### config.mk
export PLATFORM = sky130hd
export DESIGN_NAME = bcg_front
export DESIGN_NICKNAME = d
export VERILOG_FILES = /design/src/hw/rtl/bcg_pkg.sv /design/src/hw/rtl/bcg_front.sv
export SDC_FILE = /design/constraint.sdc
export NUM_CORES = 2
export LEC_CHECK = 0
export BUFFER_PORTS_ARGS = -buffer_cell sky130_fd_sc_hd__buf_2
export CORE_MARGIN = 2
export CORE_UTILIZATION = 50
export DETAILED_ROUTE_END_ITERATION = 8
export GPL_ROUTABILITY_DRIVEN = 0
export PLACE_DENSITY = 0.67
export SETUP_SLACK_MARGIN = 0.02
export SLEW_MARGIN = 15
export SYNTH_ARGS = -nofsm -noshare
export SYNTH_HDL_FRONTEND = slang
export SYNTH_SLANG_ARGS = --single-unit
### constraint.sdc
create_clock -name clk -period 18.5 [get_ports clk]
set_input_delay 1.85 -clock clk [delete_from_list [all_inputs] [get_ports clk]]
set_output_delay 1.85 -clock clk [all_outputs]
set_load 0.01 [all_outputs]
### src/hw/rtl/bcg_pkg.sv
package bcg_pkg;

	localparam int SAMPLE_BITS = 24;
	localparam int BAND_MAX = 4;
	localparam int GAIN_W = 15;
	localparam int DB_W = 16;

	localparam logic [GAIN_W-1:0] UNITY_GAIN = 15'd16384;
	localparam logic [15:0] LINK_ON_ABOVE = 16'd655;
	localparam logic [18:0] DB_PER_OCTAVE = 19'd394566;
	localparam logic [13:0] OCTAVE_PER_DB = 14'd10885;

	localparam int LEVEL_FLOOR_RAW = ((1 << (SAMPLE_BITS - 1)) + 50000) / 100000;
	localparam logic [SAMPLE_BITS-1:0] LEVEL_FLOOR =
		SAMPLE_BITS'((LEVEL_FLOOR_RAW == 0) ? 1 : LEVEL_FLOOR_RAW);

	typedef enum logic [2:0] {
		REG_BAND0,
		REG_BAND1,
		REG_BAND2,
		REG_BAND3,
		REG_MAKEUP,
		REG_MASK,
		REG_LINK,
		REG_STEREO
	} cfg_reg_e;

	typedef struct packed {
		logic                          channel;
		logic [1:0]                    band;
		logic signed [SAMPLE_BITS-1:0] sample;
		logic signed [SAMPLE_BITS-1:0] other_sample;
	} in_item_t;

	typedef struct packed {
		logic signed [SAMPLE_BITS-1:0] band_out;
		logic [GAIN_W-1:0]             envelope_gain;
		logic signed [DB_W-1:0]        reduction_db;
	} out_item_t;

	// item handed from the front to the back
	typedef struct packed {
		logic                          bypass;
		logic                          channel;
		logic [1:0]                    band;
		logic signed [SAMPLE_BITS-1:0] sample;
		logic [SAMPLE_BITS-1:0]        level;
	} work_t;

	typedef struct packed {
		logic [BAND_MAX-1:0][63:0] band_set;
		logic [BAND_MAX-1:0][15:0] makeup;
		logic [BAND_MAX-1:0]       mask;
		logic [15:0]               link;
		logic                      stereo;
	} cfg_t;

	typedef logic [29:0] root_t;
	typedef root_t root_tab_t [16];

	function automatic logic [63:0] isqrt64(input logic [63:0] val);
		logic [63:0] v;
		logic [63:0] res;
		logic [63:0] bt;
		v = val;
		res = '0;
		bt = 64'd1 << 62;
		for (int i = 0; i < 32; i++) begin
			if (bt > v) bt = bt >> 2;
		end
		for (int i = 0; i < 32; i++) begin
			if (bt != 64'd0) begin
				if (v >= res + bt) begin
					v = v - (res + bt);
					res = (res >> 1) + bt;
				end else begin
					res = res >> 1;
				end
				bt = bt >> 2;
			end
		end
		return res;
	endfunction

	// 2^(-2^-(k+1)) in Q30 by successive square roots
	function automatic root_tab_t build_roots();
		root_tab_t t;
		logic [63:0] prev;
		prev = 64'd1 << 29;
		for (int k = 0; k < 16; k++) begin
			prev = isqrt64(prev << 30);
			t[k] = prev[29:0];
		end
		return t;
	endfunction

	localparam root_tab_t ROOTS = build_roots();

endpackage

### src/hw/rtl/bcg_front.sv
module bcg_front #(
	parameter int BAND_COUNT = 4,
	parameter int CHANNEL_COUNT = 2
) (
	input  logic               clk,
	input  logic               arst_n,
	input  logic               in_valid,
	output logic               in_ready,
	input  bcg_pkg::in_item_t  in_data,
	input  bcg_pkg::cfg_t      cfg,
	output logic               push,
	output bcg_pkg::work_t     push_data,
	input  logic               full
);

	localparam int SB = bcg_pkg::SAMPLE_BITS;
	localparam int P_W = SB + 17;

	logic v_s1, v_s2;
	logic go1, ld1, ld2;

	logic                 bypass_s1, ch_s1, link_s1;
	logic [1:0]           band_s1;
	logic signed [SB-1:0] sample_s1;
	logic [SB-1:0]        own_s1, mx_s1;

	logic                 bypass_s2, ch_s2, link_s2;
	logic [1:0]           band_s2;
	logic signed [SB-1:0] sample_s2;
	logic [SB-1:0]        mx_s2;
	logic [P_W-1:0]       p_s2;

	logic          multi;
	logic [SB-1:0] own_c, other_c, mx_c;
	logic [16:0]   inv_link;
	logic [P_W-1:0] sum_c;
	logic [SB-1:0] lvl_c;

	assign push = v_s2 && !full;
	assign ld2 = !v_s2 || push;
	assign go1 = v_s1 && ld2;
	assign ld1 = !v_s1 || go1;
	assign in_ready = ld1;

	assign multi = cfg.stereo && (CHANNEL_COUNT > 1);
	assign inv_link = 17'h10000 - {1'b0, cfg.link};

	always_comb begin
		own_c = in_data.sample[SB-1] ? SB'(-in_data.sample) : SB'(in_data.sample);
		other_c = own_c;
		if (multi) begin
			other_c = in_data.other_sample[SB-1] ? SB'(-in_data.other_sample)
				: SB'(in_data.other_sample);
		end
		mx_c = (other_c > own_c) ? other_c : own_c;
	end

	always_ff @(posedge clk or negedge arst_n) begin
		if (!arst_n) begin
			v_s1 <= 1'b0;
			v_s2 <= 1'b0;
		end else begin
			if (ld1) v_s1 <= in_valid;
			if (ld2) v_s2 <= v_s1;
		end
	end

	always_ff @(posedge clk) begin
		if (ld1 && in_valid) begin
			bypass_s1 <= (32'(in_data.band) >= BAND_COUNT) ||
				(32'(in_data.channel) >= CHANNEL_COUNT);
			ch_s1 <= in_data.channel;
			band_s1 <= in_data.band;
			sample_s1 <= in_data.sample;
			own_s1 <= own_c;
			mx_s1 <= mx_c;
			link_s1 <= multi && (cfg.link > bcg_pkg::LINK_ON_ABOVE);
		end
		if (go1) begin
			bypass_s2 <= bypass_s1;
			ch_s2 <= ch_s1;
			band_s2 <= band_s1;
			sample_s2 <= sample_s1;
			mx_s2 <= mx_s1;
			link_s2 <= link_s1;
			p_s2 <= link_s1 ? P_W'(own_s1) * P_W'(inv_link) : P_W'({own_s1, 16'h0000});
		end
	end

	// linked level is own*(1-L) + max*L
	always_comb begin
		sum_c = p_s2;
		if (link_s2) sum_c = p_s2 + P_W'(mx_s2) * P_W'(cfg.link);
		lvl_c = sum_c[SB+15:16];
		if (lvl_c < bcg_pkg::LEVEL_FLOOR) lvl_c = bcg_pkg::LEVEL_FLOOR;
	end

	always_comb begin
		push_data.bypass = bypass_s2;
		push_data.channel = ch_s2;
		push_data.band = band_s2;
		push_data.sample = sample_s2;
		push_data.level = lvl_c;
	end

endmodule

Yosys cells after proc, flatten, opt, wreduce, memory -nomap -nowiden --
Cells that the tools add are included.
Word-level totals: flip-flop bits (word level) 170
Cells by class: add/subtract/negate cells 4, magnitude comparators 3, multiplexer cells 7, $mul 2, reductions and logical operators 9
Operators with widths (count):
- 24-bit two-way mux | 5
- 40-bit two-way mux | 2
- 24-bit negation | 2
- 40-bit adder | 1
- 24-bit by 16-bit multiplier with 40-bit output | 1
- 24-bit by 17-bit multiplier with 40-bit output | 1
- 24-bit greater-than comparator | 1
- 24-bit by 7-bit < comparator with 1-bit output (second input constant) | 1
- 17-bit by 16-bit subtractor with 17-bit output (first input constant) | 1
- 16-bit by 10-bit greater-than comparator with 1-bit output (second input constant) | 1
- 1-bit logical AND | 4
- 1-bit zero test | 3
- 1-bit logical OR | 2

Longest topological paths before layout --
word-level depth 6, depth in mapped cells 36, mapped depth without buffers 31

Worst setup path after synthesis --
No wires, ideal clock.
kind input-to-output, from input port cfg[8] in the netlist's numbering, to output port push_data[2] in the netlist's numbering, arrival time 8.360 ns, required time 16.650 ns, slack 8.290 ns, cell stages on the path 23, path through clkbuf_1 -> buf_1 -> nand2_1 -> fa_1 -> inv_1 -> fa_1 -> fa_1 -> fa_1 -> fa_1 -> inv_1 -> fa_1 -> inv_1 -> ha_1 -> a21o_1 -> or3_1 -> o22a_1 -> a221o_1 -> nor3_1 -> o31ai_1 -> a2111o_1 -> nor4_1 -> nand4b_1 -> o31ai_1
RTL lines:
- start: declaration | RTL line bcg_front.sv:10 | input bcg_pkg::cfg_t cfg,
- end: declaration | RTL line bcg_front.sv:12 | output bcg_pkg::work_t push_data,

==> report_table.html <==
<table>
<tr><th>Metric</th><th>Value</th></tr>
<tr><th colspan="2">Status</th></tr>
<tr><td>Status</td><td>complete, no violations</td></tr>
<tr><th colspan="2">Synth</th></tr>
<tr><td>Cell with the most instances after synthesis</td><td>inv_1</td></tr>
<tr><td>Top cells by area, synth</td><td>fa_1, edfxtp_1, inv_1</td></tr>
<tr><td>Warnings from Yosys</td><td>0</td></tr>
<tr><td>Total of flip-flops plus latches after synthesis</td><td>around 170</td></tr>
<tr><td>Yosys top cell area share</td><td>38.8%</td></tr>
<tr><td>Number of flops mapped to enable cells by yosys</td><td>about 170</td></tr>
<tr><td>Gate count of the mapped netlist</td><td>between 3k and 4k</td></tr>
<tr><td>Summed instance area of the synthesized netlist</td><td>~35,000 um^2</td></tr>
<tr><td>Mean instance size in the synthesized netlist</td><td>just over 9 um^2</td></tr>
<tr><td>Post-Syn Nets</td><td>between 5k and 6k</td></tr>
<tr><td>Proportion of synthesized chip area in sequential cells</td><td>14.6%</td></tr>
<tr><td>Post-synth cell types</td><td>85</td></tr>
<tr><td>Most frequent cells after synthesis</td><td>inv_1, fa_1, nand2_1</td></tr>
<tr><td>Ys async rst share</td><td>roughly 1.2%</td></tr>
<tr><td>Synth area leader</td><td>fa_1</td></tr>
<tr><td>Most used DFF post-synth</td><td>edfxtp_1</td></tr>
<tr><th colspan="2">Layout</th></tr>
<tr><td>Area of the multi-input gates</td><td>between 20,000 and 30,000 um^2</td></tr>
<tr><td>FF+latch area</td><td>between 5000 and 6000 um^2</td></tr>
<tr><td>ANT cells</td><td>0</td></tr>
<tr><td>FILL cells</td><td>between 6k and 7k</td></tr>
<tr><td>Non-Filler Instances</td><td>between 4k and 5k</td></tr>
<tr><td>Area growth syn-to-layout</td><td>5.68%</td></tr>
<tr><td>Layout cells sized above 1</td><td>~6.7%</td></tr>
<tr><td>Number of nets in the finished design</td><td>approximately 5.1k</td></tr>
<tr><th colspan="2">Clock network</th></tr>
<tr><td>Clock-pin slew reported for the worst setup and hold paths after clock tree synthesis</td><td>0.06 ns</td></tr>
<tr><td>TritonCTS Sinks</td><td>roughly 170</td></tr>
<tr><td>Post_cts resized</td><td>0</td></tr>
<tr><td>Library cell used as clock root buffer</td><td>clkbuf_16</td></tr>
<tr><td>Number of buffers created by CTS</td><td>17</td></tr>
<tr><td>Clock Path Buffers</td><td>2</td></tr>
<tr><td>Number of hold buffers added after CTS</td><td>0</td></tr>
<tr><td>Setup bufs post-CTS</td><td>0</td></tr>
<tr><td>Clock insertion delay at the later pin of the skew report</td><td>0.45 ns</td></tr>
<tr><td>CTS tree</td><td>built</td></tr>
<tr><td>H-tree depth</td><td>4</td></tr>
<tr><th colspan="2">Die</th></tr>
<tr><td>Die ar.</td><td>a little over 70,000 um^2</td></tr>
<tr><td>IO Pins</td><td>between 400 and 500</td></tr>
<tr><td>Starting density of the core</td><td>~51%</td></tr>
<tr><td>Die width</td><td>~270 um</td></tr>
<tr><td>Die height</td><td>between 200 and 300 um</td></tr>
<tr><td>Count of standard-cell rows</td><td>96</td></tr>
<tr><td>Core footprint</td><td>68,600 um^2</td></tr>
<tr><th colspan="2">Detailed routing</th></tr>
<tr><td>Antenna violation net count after detailed routing</td><td>0</td></tr>
<tr><td>Violation count after the first detailed-route iteration</td><td>about 1.5k</td></tr>
<tr><td>Average vias per placed instance</td><td>between 5 and 6</td></tr>
<tr><td>Iteration count of the initial detailed-routing pass</td><td>8</td></tr>
<tr><td>Wirelength per Cell</td><td>18.8 um</td></tr>
<tr><td>Final wirelength</td><td>roughly 88,000 um</td></tr>
<tr><td>Remaining DRCs</td><td>0</td></tr>
<tr><td>Vias</td><td>around 25k</td></tr>
<tr><th colspan="2">Timing</th></tr>
<tr><td>Highest clock frequency the design can meet</td><td>a little under 90 MHz</td></tr>
<tr><td>Final critical-path required period</td><td>between 10 and 15 ns</td></tr>
<tr><td>Worst slew margin</td><td>between 20% and 30%</td></tr>
<tr><td>Slew of the pin with the lowest slew margin</td><td>between 1 and 1.5 ns</td></tr>
<tr><td>Final worst path period share</td><td>61.4%</td></tr>
<tr><td>Clock skew</td><td>about 0.010 ns</td></tr>
<tr><td>Setup-failing EPs final</td><td>0</td></tr>
<tr><td>Slew Viols, Final</td><td>0</td></tr>
<tr><td>RSZ-0062 raised after global routing</td><td>false</td></tr>
<tr><td>Setup TNS</td><td>0 ns</td></tr>
<tr><td>Endpoints failing hold</td><td>0</td></tr>
<tr><th colspan="2">Run</th></tr>
<tr><td>Number of maximum-capacitance violations</td><td>0</td></tr>
<tr><th colspan="2">Place</th></tr>
<tr><td>Port Buffer Count</td><td>~120</td></tr>
<tr><td># placed instances</td><td>4,668</td></tr>
<tr><td>Half-perimeter wire length after detailed placement</td><td>around 70,000 um</td></tr>
<tr><th colspan="2">Worst hold path</th></tr>
<tr><td>Class of the most critical hold timing path</td><td>reg2reg</td></tr>
<tr><th colspan="2">Global route</th></tr>
<tr><td>Antenna violations before repair</td><td>4</td></tr>
<tr><td>Overall routing resource usage</td><td>approximately a quarter</td></tr>
<tr><td>Pin count of the biggest net entering global routing</td><td>76</td></tr>
<tr><td>Sum of overflow across all layers after global routing</td><td>0</td></tr>
<tr><td>Number of global-route vias before repair</td><td>26.4k</td></tr>
<tr><td>Wire length of the first global-routing pass</td><td>about 140,000 um</td></tr>
<tr><th colspan="2">Setup path</th></tr>
<tr><td>Required time of the critical path</td><td>16.65 ns</td></tr>
<tr><td>Type of the worst setup path</td><td>in2out</td></tr>
<tr><td>Worst Path Arrival</td><td>approximately 9.5 ns</td></tr>
<tr><td>Category of the worst setup path launch point</td><td>input pin</td></tr>
<tr><td>Worst Setup End Kind</td><td>primary output</td></tr>
<tr><td>Crit Path Max Fanout</td><td>28</td></tr>
</table>
[sequential cells by signal, indices dropped and copies added, names as in the netlist]
name,cells
band_s1,2
band_s2,2
ch_s1,1
ch_s2,1
link_s1,1
link_s2,1
mx_s1,24
mx_s2,24
own_s1,23
p_s2,40
sample_s1,24
sample_s2,24
v_s1,1
v_s2,1
[worst max-delay path, stage by stage]
cell and delay (ns):
buf_2 0.63, nand2_1 0.17, fa_1 0.55, fa_1 0.58, fa_1 0.44, fa_1 0.57, inv_1 0.06, fa_1 0.49
fa_1 0.42, ha_1 0.35, a21o_1 0.24, nor2_1 0.09, nor4b_1 0.80, o31a_2 0.36, or4_4 0.16, a21oi_1 0.06
or3_1 0.30, a31o_1 0.40, or3_1 0.45, o31ai_1 0.32, buf_2 0.19
[cells by family after synthesis]
kind of cell,synth area share (%)
compound gates,6.45
xor+xnor,2.12
fa+ha+maj,47.6
buf+inv,12.0
flops,14.6
mux,1.33
other cells,0.0108
simple gates,15.9
[layout by cell type, fill, tap and decap left out, types with 9 or more instances in the layout]
| master | count |
|---|---|
| nor2b_1 | 13 |
| or4_1 | 10 |
| mux2_2 | 33 |
| and3_1 | 12 |
| nand3_1 | 25 |
| ha_1 | 243 |
| buf_4 | 26 |
| clkbuf_16 | 17 |
| o21a_1 | 17 |
| o31ai_1 | 25 |
| xnor2_1 | 39 |
| and2_1 | 284 |
| a31oi_1 | 9 |
| nand2_1 | 598 |
| a21oi_1 | 79 |
| o211ai_1 | 10 |
| a211oi_1 | 9 |
| o21ai_0 | 43 |
| nor2_1 | 79 |
| nand4_1 | 16 |
| or3_1 | 11 |
| fa_1 | 671 |
| nand2b_1 | 11 |
| mux2i_1 | 9 |
| xor2_1 | 33 |
| buf_2 | 124 |
| edfxtp_1 | 167 |
| inv_1 | 905 |
| nor3_1 | 31 |
| a21o_1 | 50 |
[cell type report]
class	instances	share of cell area [%]
timing repair buffer	150	2.23
sequential	169	13.8
clock inverter	14	0.485
clock buffer	18	1.17
tap	931	3.18
multi-input combinational	2513	69.8
inverter	905	9.28
[final timing paths]
check	from	end	slack, ns	depth (start not counted)
max reg2reg	own_s1[22]	p_s2[39]	10.96	21
min	sample_s1[20]	sample_s2[20]	0.42	0
max	cfg[3]	push_data[6]	7.14	21
min reg2reg	sample_s1[20]	sample_s2[20]	0.42	0
min in group asynchronous	arst_n	v_s1	1.17	1
max in group asynchronous	arst_n	v_s2	17.24	1
[metal layers]
layer / vias to the layer above / GRT usage [%] / part of all wire (%) / routed length (um)
li1: 11400 / - / - / -
met1: 12800 / 36.8 / 44 / 39100
met2: 846 / 41.4 / 46 / 40400
met3: 137 / 4.31 / 7.8 / 6880
met4: 2 / 6.48 / 2.0 / 1790
met5: - / 0 / 0.015 / 13
[stage by stage]
stage / hold WS (ns) / worst slack, ns / cell area (um^2) / util, %
4_1_cts: 0.422 / 7.33 / 36600 / 53.4
2_1_floorplan: 0.400 / 8.29 / 34600 / -
3_5_place_dp: 0.405 / 6.94 / 36000 / 52.5
5_1_grt: 0.427 / 6.89 / 36600 / 53.4
3_3_place_gp: 0.400 / 6.97 / 36000 / 52.5
6_report: 0.422 / 7.14 / 36600 / 53.4
Power is not shown: default switching activity piles up to over one toggle a cycle in this logic, so the estimate is an artifact.
