$ cat src/hw/rtl/bcg_fifo.sv
module bcg_fifo #(
	parameter int Width = 1,
	parameter int Depth = 2
) (
	input  logic             clk,
	input  logic             arst_n,
	input  logic             push,
	input  logic [Width-1:0] push_data,
	output logic             full,
	input  logic             pop,
	output logic [Width-1:0] pop_data,
	output logic             empty
);

	localparam int PTR_W = (Depth > 1) ? $clog2(Depth) : 1;
	localparam int CNT_W = $clog2(Depth + 1);

	logic [Width-1:0] mem_q [Depth];
	logic [PTR_W-1:0] wr_ptr_q, rd_ptr_q;
	logic [CNT_W-1:0] count_q;

	assign full = (count_q == CNT_W'(Depth));
	assign empty = (count_q == '0);
	assign pop_data = mem_q[rd_ptr_q];

	always_ff @(posedge clk or negedge arst_n) begin
		if (!arst_n) begin
			wr_ptr_q <= '0;
			rd_ptr_q <= '0;
			count_q <= '0;
		end else begin
			if (push) wr_ptr_q <= (wr_ptr_q == PTR_W'(Depth - 1)) ? '0 : wr_ptr_q + 1'b1;
			if (pop) rd_ptr_q <= (rd_ptr_q == PTR_W'(Depth - 1)) ? '0 : rd_ptr_q + 1'b1;
			if (push && !pop) count_q <= count_q + 1'b1;
			else if (pop && !push) count_q <= count_q - 1'b1;
		end
	end

	always_ff @(posedge clk) begin
		if (push) mem_q[wr_ptr_q] <= push_data;
	end

endmodule

$ cat config.mk
export PLATFORM = sky130hd
export DESIGN_NAME = bcg_fifo
export DESIGN_NICKNAME = d
export VERILOG_FILES = /design/src/hw/rtl/bcg_fifo.sv
export SDC_FILE = /design/constraint.sdc
export NUM_CORES = 1
export LEC_CHECK = 0
export BUFFER_PORTS_ARGS = -buffer_cell sky130_fd_sc_hd__buf_2
export CORE_AREA = 3 3 40 42
export DETAILED_ROUTE_END_ITERATION = 10
export DIE_AREA = 0 0 43 45
export GPL_ROUTABILITY_DRIVEN = 0
export PLACE_DENSITY = 0.45
export SYNTH_ARGS = -nofsm -noshare
export SYNTH_HDL_FRONTEND = slang
export SYNTH_SLANG_ARGS = --single-unit
$ cat constraint.sdc
create_clock -name clk -period 0.9 [get_ports clk]
set_input_delay 0.18 -clock clk [delete_from_list [all_inputs] [get_ports clk]]
set_output_delay 0.18 -clock clk [all_outputs]
set_load 0.005 [all_outputs]
* Word-level counts from Yosys, hierarchy flattened
Memories as Yosys holds them, arrays and structs flattened.
Cells that the tools add are included.
** Cells by class
- Equal/unequal tests :: 1
- Add/sub/neg operators :: 4
- Reductions and logical operators :: 6
- Mux-type cells :: 6
** Operators with widths (count)
- 1-bit 2-to-1 mux :: 4
- 2-bit 2-to-1 mux :: 2
- 1-bit adder, second input constant :: 2
- 2-bit by 1-bit adder with 2-bit output, second input constant :: 1
- 2-bit == test, second input constant :: 1
- 1-bit logical AND :: 2
- 1-bit logical NOT :: 2
- 2-bit logical NOT :: 1
- 2-bit nonzero test :: 1
- 2-bit by 1-bit subtractor with 2-bit output, second input constant :: 1
** Storage, ports and cells
- Word-level logic and storage cells :: 21
- Input bits :: 5
- RAM bits :: 2
- Output and inout bits :: 3
- Memories :: 1
- Register bits :: 4
** Memory list
- mem_q :: depth 2, width 1, read ports 1, clocked after Yosys merged registers in 0, write ports 1, line 18 : logic [Width-1:0] mem_q [Depth];

* Longest topological paths before layout
Gate-level depths: netlist (run 1).
- Depth after elaboration :: 4
- Depth in mapped cells :: 5

* Worst setup path after synthesis (run 1)
Ideal clock, no wire load.
- Path kind :: reg-to-reg
- Start :: register count_q[0]
- End :: register count_q[1]
- Path buffers :: 0
- Data arrival time :: 0.791 ns
- Data required time :: 0.821 ns
- Setup slack :: 0.030 ns
- Cell stages (with the launch flop) :: 4
- Cell sequence :: dfrtp_1 xor2_1 nor2_1 xor2_1
** On the way
- Cells in the longest elaborated chain, start to end :: 3
- Elaborated cells between the ends (all ways) :: 4
** Ends and longest elaborated chain
- from (decl) :: line 20 : logic [CNT_W-1:0] count_q;
- from (signal assigned) :: line 34 : if (push && !pop) count_q <= count_q + 1'b1;
- from (signal assigned) :: line 35 : else if (pop && !push) count_q <= count_q - 1'b1;
- 2-bit by 1-bit subtractor with 2-bit output :: line 35
- 2-bit 2-to-1 mux :: line 35
- 2-bit 2-to-1 mux * :: line 34
Mark *: on every way between the ends. The rest lies on a longest branch, timed or not. The select of a mux whose other input is x is not followed.
A chain may end at the register's enable or synchronous reset.

* Worst setup path after layout (run 1)
- Start :: register rd_ptr_q
- End :: output pop_data
** On the way
- Cells in the longest elaborated chain, start to end :: 1
** Ends and longest elaborated chain
- from (decl) :: line 19 : logic [PTR_W-1:0] wr_ptr_q, rd_ptr_q;
- from (signal assigned) :: line 33 : if (pop) rd_ptr_q <= (rd_ptr_q == PTR_W'(Depth - 1)) ? '0 : rd_ptr_q + 1'b1;
- memory 2 x 1 bit
- to (decl) :: line 11 : output logic [Width-1:0] pop_data,
Every way passes these cells.

==> impl_metrics.tcl, run 1 <==
set metrics [dict create \
    worstHoldStart "push_data" \
    netlist_instances 19 \
    crit_path_end_kind "output pin" \
    clock_latency_ns 0.24 \
    worst_slew_pin_slew_ns 0.147 \
    h-tree-depth 1 \
    core_region_area_um2 1280 \
    crit_start "rd_ptr_q" \
    syn2layout_area_growth_pct 55.8 \
    insertedDiodeCount 0 \
    root_buffer "clkbuf_4" \
    port_buffers 7 \
    grt_start_max_net_pins 5 \
    pwr_density_cell_nw_per_um2 3050 \
    ios 8 \
    grt_pass1_wl_um 731 \
    cp-start-kind "flip-flop" \
    setup-tns-final_ns -0.796 \
    period_needed_ns 1.24 \
    cts_tree "yes" \
    drc 0 \
    cts_buffers 3 \
    synth_cell_types 11 \
    fmax_ghz 0.807 \
    vias 197 \
    timing.final.ws_setup_ns -0.338 \
    firstDrtPassIters 1 \
    outcome "finished, violations left" \
    crit_arrival_ns 1.06 \
    die_area_um2 1940 \
    routedWlPerCell_um 9.67 \
    ctsLongestPathBuffers 2 \
    drive_gt1_share_pct 48.6 \
    grt_usage_pct 5.88 \
    nFillCells 139 \
    postRouteAntennaNets 0 \
    final_nets 44 \
    violations "negative setup slack" \
    hold_ws_ns 0.123 \
    ys_warn_count 0 \
    cp_max_fo 2 \
    drt_iter0_drc 0 \
    die_y_um 45 \
    cap_viol_max_count 0 \
    clkSlewWorstSetupHoldPaths_ns 0.05 \
    drv_slew 0 \
    path_class "flip-flop to output pin" \
    ir_drop_v 0.000730 \
    vias_per_cell 3.79 \
    fin_crit_sh_pct 138 \
    cellLeakagePower_nw 0.201 \
    synth.yosys.seq_area_share_pct 61.5 \
    fp.dieW_um 43 \
    slew_headroom_pct 90.2 \
    syn-cell-area_um2 260 \
    hold_violations 0 \
    worstReg2RegStart "count_q[0]" \
    hpwl_um 374 \
    grt-ovfl-total 0 \
    routed_wl_um 503 \
    final.setup_skew_ns 0.0000978 \
    postSynthNetCount 25 \
    grt_pass1_vias 191 \
    start_util_pct 20.3 \
    antenna_found_initial 0 \
    cp.required_ns 0.72 \
    row_count 13 \
    rsz0062_at_grt "true" \
    cts.sinks 6 \
    hold_path.class "input pin to flip-flop" \
    avgSynthCellArea_um2 13.7 \
    finalSetupViolations 4 \
    synth_seq_cells 6 \
]
-- cell families after synthesis --
family                     synth area share (%)
DFF                                        61.5
xor gates and xnor gates                   16.8
and+or+nand+nor                            11.1
buffers and inverters                      1.44
muxes                                      4.33
adders and majority gates                  4.81
-- cell usage after synthesis, drive strengths merged --
cell | count | share of area (%)
nor2b | 1 | 2.4
xnor2 | 1 | 3.4
and2 | 1 | 2.4
ha | 1 | 4.8
and2b | 1 | 3.4
nor2 | 2 | 2.9
inv | 1 | 1.4
edfxtp | 2 | 23
dfrtp | 4 | 38
mux2 | 1 | 4.3
xor2 | 4 | 13
-- sequential cells by signal, summed over array words and instances, names as in the netlist --
signal    cells
count_q       2
mem_q         2
rd_ptr_q      1
wr_ptr_q      1
-- cells in the final DEF, fill, tap and decap left out --
master,n
buf_2,6
buf_4,6
xor2_1,4
dfrtp_1,4
clkbuf_4,3
nor2_1,2
edfxtp_1,2
inv_1,1
and2b_2,1
and2_1,1
nor2b_1,1
xnor2_1,1
mux2_4,1
ha_1,1
clkbuf_1,1
dlygate4sd3_1,1
buf_6,1
-- layer usage --
layer	wire length (um)	share of wire, %	vias up	track usage [%]
met3	41	8.2	0	2.79
li1	-	-	97	-
met1	207	41	96	4.94
met5	0	0	-	0
met2	254	50	4	8.38
met4	0	0	0	9.04
-- report_power, final --
part	internal (mW)	total, mW	leakage (nW)	switching (mW)
clock network	0.169	0.276	0.0150	0.107
logic	0.316	0.476	0.120	0.160
registers	0.399	0.484	0.0654	0.0844
-- what timing repair did --
action | CTS | global route
endpoints found under the hold margin | 4 | 0
setup endpoints to repair | 4 | 4
hold buffers | 1 | 0
buffers inserted | 1 | 1
pin swaps | 4 | 2
gates resized for setup | 2 | 0
-- worst paths after layout --
| check | to | slack [ns] | cells past startpoint |
|---|---|---|---|
| setup / recovery | pop_data | -0.34 | 2 |
| hold / removal | mem_q[0] | 0.12 | 1 |
| setup reg to reg | count_q[1] | -0.05 | 3 |
| hold reg to reg | wr_ptr_q | 0.49 | 1 |
| max in group asynchronous | wr_ptr_q | 0.51 | 2 |
| min in group asynchronous | count_q[0] | 0.27 | 2 |
-- final cells by class --
type / count / area [um2] / area share (%)
Clock buffer: 4 / 26.3 / 6.48
Timing Repair Buffer: 14 / 96.3 / 23.8
Inverter: 1 / 3.75 / 0.926
Multi-Input combinational cell: 12 / 100 / 24.7
Tap cell: 15 / 18.8 / 4.63
Sequential cell: 6 / 160 / 39.5
-- worst max-delay path: stages (launching register included) --
cell and delay, ns:
dfrtp_1 0.39, mux2_4 0.31, buf_6 0.11
-- stage by stage --
| stage | total power, mW | utilization, % | cell area [um2] | setup WS [ns] | instances |
|---|---|---|---|---|---|
| 2_1_floorplan | 0.662 | - | 260 | 0.0299 | 19 |
| 3_3_place_gp | 0.834 | 26.8 | 344 | -0.0646 | 45 |
| 3_5_place_dp | 0.855 | 26.8 | 344 | -0.137 | 45 |
| 4_1_cts | 1.22 | 31.0 | 398 | -0.356 | 51 |
| 5_1_grt | 1.31 | 31.5 | 405 | -0.374 | 52 |
| 6_report | 1.24 | 31.5 | 405 | -0.338 | 52 |
No activity file was read; power rests on OpenSTA's default activity.
==> run 2, diff against run 1 <==
--- a/config.mk
+++ b/config.mk
@@ -6,4 +6,5 @@
 export NUM_CORES = 1
 export LEC_CHECK = 0
+export ABC_AREA = 1
 export BUFFER_PORTS_ARGS = -buffer_cell sky130_fd_sc_hd__buf_2
 export CORE_AREA = 3 3 40 42
@@ -11,5 +12,6 @@
 export DIE_AREA = 0 0 43 45
 export GPL_ROUTABILITY_DRIVEN = 0
-export PLACE_DENSITY = 0.45
+export PLACE_DENSITY = 0.47
+export RECOVER_POWER = 50
 export SYNTH_ARGS = -nofsm -noshare
 export SYNTH_HDL_FRONTEND = slang
==> constraint.sdc (replaced) <==
create_clock -name clk -period 0.9 [get_ports clk]
set_input_delay 0.135 -clock clk [delete_from_list [all_inputs] [get_ports clk]]
set_output_delay 0.135 -clock clk [all_outputs]
set_load 0.005 [all_outputs]
==> run 2 against run 1 <==
Net effect:
- the flow still finishes with violations (negative setup slack)
- via count grew 23%
- core utilization grew 3.9 points
- non-clock buffer count is the same
- first-iteration DRC count is the same
- sequential cell count is the same
- area after synthesis grew 11%
- critical path type unchanged
- critical endpoint unchanged
==> impl_metrics.tcl, run 2 <==
set metrics [dict create \
    cp-start-kind "flip-flop" \
    syn-cell-area_um2 289 \
    port_buffers 7 \
    insertedDiodeCount 0 \
    gr-usage-met1_pct 8.40 \
    multiInputGateArea_um2 129 \
    combPwrFrac_pct 39.3 \
    switching_share_pct 31.2 \
    die_y_um 45 \
    outcome "finished, violations left" \
    clock_latency_ns 0.24 \
    final_common_cell "nand2_1" \
    pwr-share-seq_pct 38.8 \
    cp_cell_sequence "mux2_4 -> buf_2" \
    pwr_density_cell_nw_per_um2 2660 \
    routedWlPerCell_um 8.31 \
    drc 0 \
    synth_cell_types 11 \
    clkSlewWorstSetupHoldPaths_ns 0.05 \
    die_area_um2 1940 \
    cellLeakagePower_nw 0.249 \
    crit_path_end_kind "output pin" \
    fp.dieW_um 43 \
    ctsLongestPathBuffers 2 \
    setup-tns-final_ns -0.485 \
    power.internal_mw 0.833 \
    hpwl_um 400 \
    clockPowerShare_pct 21.9 \
    ir_drop_v 0.000473 \
    worstReg2RegStart "count_q[0]" \
    reg_top3 "count_q x2, mem_q x2" \
    finalSetupViolations 3 \
    hold_path.class "input pin to flip-flop" \
    root_buffer "clkbuf_4" \
    netlist_instances 32 \
    synth_edf_count 2 \
    nFillCells 141 \
    synth_top_cell_area_share_pct 34.6 \
    vias_per_cell 3.74 \
    period_needed_ns 1.18 \
    critPathTopFamily "flip-flops" \
    crit_arrival_ns 1.04 \
    cp.required_ns 0.76 \
    fin_crit_sh_pct 131 \
    avgSynthCellArea_um2 9.03 \
    drv_slew 0 \
    cap_viol_max_count 0 \
    drt_iter0_drc 0 \
    final_cell_mix "nand2_1, buf_2, inv_1, buf_4, dfrtp_1" \
    slowest_delay_ns 0.39 \
    path_buf_inv 1 \
    fmax_ghz 0.851 \
    cts.sinks 6 \
    h-tree-depth 1 \
    yosysMostFrequentCell "nand2_1" \
    synth.yosys.seq_area_share_pct 55.4 \
    synth_ff_type "dfrtp_1" \
    firstDrtPassIters 1 \
    drive_gt1_share_pct 48.0 \
    netSwitchingPower_mw 0.378 \
    yosys.area.top_type "dfrtp_1" \
    grt_start_max_net_pins 5 \
    crit_path_top_delay_cell "dfrtp_1" \
    start_util_pct 22.5 \
    row_count 13 \
    hold_ws_ns 0.0848 \
    ys_top_cells_by_area "dfrtp_1, edfxtp_1, nand2_1" \
    postSynthNetCount 38 \
    final_nets 57 \
    hold_violations 0 \
    grt-ovfl-total 0 \
    ys_warn_count 0 \
    async_flop_share_pct 66.7 \
    vias 243 \
    antenna_found_initial 0 \
    grt_pass1_wl_mm 1.01 \
    cp_max_fo 2 \
    cts_tree "yes" \
    violations "negative setup slack" \
    worst_slew_pin_slew_ns 0.205 \
    path_class "flip-flop to output pin" \
    synth_seq_cells 6 \
    worstHoldStart "push_data" \
    crit_start "rd_ptr_q" \
    syn2layout_area_growth_pct 57.6 \
    grt.busiest_layer "met2" \
    gr-usage-met3_pct 1.20 \
    grt_usage_pct 7.39 \
    timing.final.ws_setup_ns -0.275 \
    ios 8 \
    grt_pass1_vias 259 \
    register_area_um2 160 \
    slew_headroom_pct 86.3 \
    cts_buffers 3 \
    grt_util_met2_pct 10.8 \
    pre_cts_ws_ns -0.0618 \
    postRouteAntennaNets 0 \
    core_region_area_um2 1280 \
    ys_top_cells_by_count "nand2_1, inv_1, dfrtp_1" \
    final.setup_skew_ns 0.0000857 \
    rsz0062_at_grt "true" \
    routed_wl_um 540 \
]
run 2: cell types whose count changed after synthesis:
cell	before	now
nand2_2	0	1
xor2_1	4	2
inv_2	0	1
inv_1	1	6
xnor2_1	1	0
nor2_1	2	3
and2b_2	1	0
nand3_1	0	2
nor2b_1	1	0
nand2_1	0	9
and2_1	1	0
run 2: area by class of cell:
type / instances / area share [%]
repair buffers: 14 / 20.3
inverters: 7 / 6.32
clock buffers: 4 / 5.77
well taps: 15 / 4.12
flip-flops and latches: 6 / 35.2
multi-input cells: 19 / 28.3
run 2: kinds of logic after synthesis:
group                      share of synthesized area, %
and+or+nand+nor                                    21.2
buffers and inverters                              9.09
DFF                                                55.4
xor gates and xnor gates                           6.06
muxes                                              3.90
adders and majority gates                          4.33
run 2: worst register-to-register path, stage by stage, from the launching register on:
cell	delay [ns]
dfrtp_1	0.41
buf_6	0.15
nand2_2	0.06
nand3_2	0.07
nand2_1	0.06
nand2_1	0.05
run 2: through the flow:
| step | area, um2 | power, mW | std cells | utilization (%) |
|---|---|---|---|---|
| 6_report | 455 | 1.21 | 65 | 35.4 |
| 5_1_grt | 455 | 1.31 | 65 | 35.4 |
| 4_1_cts | 420 | 1.13 | 64 | 32.7 |
| 3_5_place_dp | 365 | 0.783 | 57 | 28.4 |
| 3_3_place_gp | 365 | 0.774 | 57 | 28.4 |
| 2_1_floorplan | 289 | 0.634 | 32 | - |
run 2: power by group through the flow:
stage / registers (mW) / logic [mW] / clock network [mW]
final: 0.470 / 0.476 / 0.266
after floorplan: 0.453 / 0.181 / 0
after global placement: 0.469 / 0.305 / 0
after detailed placement: 0.471 / 0.311 / 0
after CTS: 0.462 / 0.388 / 0.278
after global routing: 0.485 / 0.527 / 0.298
run 2: final timing paths:
path                            slack (ns)          to  depth (start not counted)
worst min-delay path                  0.08    mem_q[1]                          1
worst max-delay path                 -0.28    pop_data                          2
worst max register to register        0.01  count_q[1]                          5
min in group asynchronous             0.24    wr_ptr_q                          2
worst min register to register        0.50    wr_ptr_q                          1
max in group asynchronous             0.48  count_q[1]                          2
run 2: metal layers:
layer  share of wire, %  vias up
met2                 58        3
li1                   -      131
met4                  0        0
met3                2.6        0
met5                  0        -
met1                 39      109
run 2: repair_timing:
item	in CTS	in global routing
hold buffers	1	0
endpoints found under the setup margin	3	4
hold endpoints to repair	4	0
setup buffers	2	1
pin swaps	0	3
gates resized for setup	1	9
==> run 3, diff against run 2 <==
clock period = 1.38 ns   (was 0.9 ns; I/O delays follow)
==> run 3 against run 2 <==
Net effect:
- the flow now finishes without violations
- core utilization fell by 6.0 points
- global-route usage fell by 0.68 points
- worst hold slack improved by 0.067 ns
- via count fell by 10%
- clock-buffer cell count did not move
- sequential cell count did not move
- wire length fell by 19%
- critical endpoint unchanged
- highest routed layer is now met4
==> impl_metrics.tcl, run 3 (synthesis gave the netlist of run 2 again) <==
set metrics [dict create \
    outcome "complete, no violations" \
    fp.dieW_um 43 \
    fin_crit_sh_pct 91.9 \
    hold_violations 0 \
    finalSetupViolations 0 \
    insertedDiodeCount 0 \
    clkSlewWorstSetupHoldPaths_ns 0.05 \
    grt-ovfl-total 0 \
    start_util_pct 22.5 \
    h-tree-depth 1 \
    period_needed_ns 1.27 \
    rsz0062_at_grt "false" \
    final.setup_skew_ns 0.00974 \
    ios 8 \
    cts.sinks 6 \
    row_count 13 \
    ir_drop_v 0.000361 \
    routedWlPerCell_um 7.39 \
    grt_start_max_net_pins 6 \
    drc 0 \
    grt_usage_pct 6.71 \
    cts_resized 0 \
    grt_pass1_wl_um 883 \
    final_common_cell "nand2_1" \
    drv_slew 0 \
    hpwl_um 357 \
    crit_arrival_ns 1.06 \
    reg_top3 "count_q x2, mem_q x2" \
    grt_pass1_vias 213 \
    cp_max_fo 2 \
    hold_path.class "input pin to flip-flop" \
    cts_setup_buffers 0 \
    rrSetupSlack_ns 0.56 \
    port_buffers 7 \
    die_area_um2 1940 \
    syn2layout_area_growth_pct 30.7 \
    clock_latency_ns 0.24 \
    final_cell_mix "nand2_1, inv_1, buf_2" \
    pwr_density_cell_nw_per_um2 1710 \
    register_area_um2 160 \
    ctsLongestPathBuffers 2 \
    worst_slew_pin_slew_ns 0.199 \
    postRouteAntennaNets 0 \
    path_class "flip-flop to output pin" \
    die_y_um 45 \
    drt_iter0_drc 0 \
    multiInputGateArea_um2 103 \
    power_mw 0.646 \
    vias 218 \
    setup-tns-final_ns 0 \
    crit_start "rd_ptr_q" \
    final_nets 51 \
    cts_hold_buffers 1 \
    placed_cells 54 \
    worstReg2RegStart "count_q[0]" \
    drive_gt1_share_pct 27.3 \
    fmax_ghz 0.788 \
    root_buffer "clkbuf_4" \
    fin_cells 59 \
    r2r_end "count_q[1]" \
    cp.required_ns 1.17 \
    slew_headroom_pct 86.7 \
    nFillCells 139 \
    core_region_area_um2 1280 \
    crit_path_end_kind "output pin" \
    vias_per_cell 3.69 \
    cts_tree "yes" \
    crit_path_end "pop_data" \
    routed_wl_um 436 \
    firstDrtPassIters 1 \
    cp-start-kind "flip-flop" \
    cellLeakagePower_nw 0.205 \
    antenna_found_initial 0 \
    reg2reg_depth 5 \
    cts_buffers 3 \
    cap_viol_max_count 0 \
]
## run 3: worst min-delay path by stage
stage	startpoint	to	slack, ns	cells past startpoint
after floorplan	arst_n	count_q[0]	-0.09	0
after global placement	arst_n	rd_ptr_q	0.02	1
after detailed placement	arst_n	rd_ptr_q	0.01	1
after CTS	push_data	mem_q[0]	0.14	1
after global routing	push_data	mem_q[0]	0.14	1
final	push_data	mem_q[0]	0.15	1
## run 3: critical path, cell delays in order, from the launching register on
cell     delay, ns
dfrtp_1       0.36
mux2_2        0.33
buf_2         0.12
## run 3: through the flow
step           util [%]  cell area, um2  setup slack [ns]  hold slack (ns)
4_1_cts            29.5             379            0.0969            0.143
3_3_place_gp       26.7             343             0.315           0.0163
2_1_floorplan         -             289             0.496          -0.0886
6_report           29.4             378             0.111            0.152
5_1_grt            29.4             378            0.0516            0.142
3_5_place_dp       26.7             343             0.327           0.0134
## run 3: power breakdown
part | internal (mW) | total [mW] | leakage (nW) | switching, mW
registers | 0.253 | 0.304 | 0.0660 | 0.0513
logic | 0.0893 | 0.171 | 0.124 | 0.0818
clock network | 0.109 | 0.171 | 0.0150 | 0.0614
total | 0.451 | 0.646 | 0.205 | 0.195
## run 3: area by class of cell
cell class | instances | share of cell area [%]
repair buffers | 8 | 11.6
well taps | 15 | 4.97
flip-flops and latches | 6 | 42.4
multi-input cells | 19 | 27.2
inverters | 7 | 6.95
clock buffers | 4 | 6.95
## run 3: per-layer routing
layer	track usage [%]	share of wire (%)	vias up
met5	0	0	-
met3	2.39	6.4	4
met2	8.38	47	7
met4	9.04	5.3	0
li1	-	-	118
met1	7.62	41	89
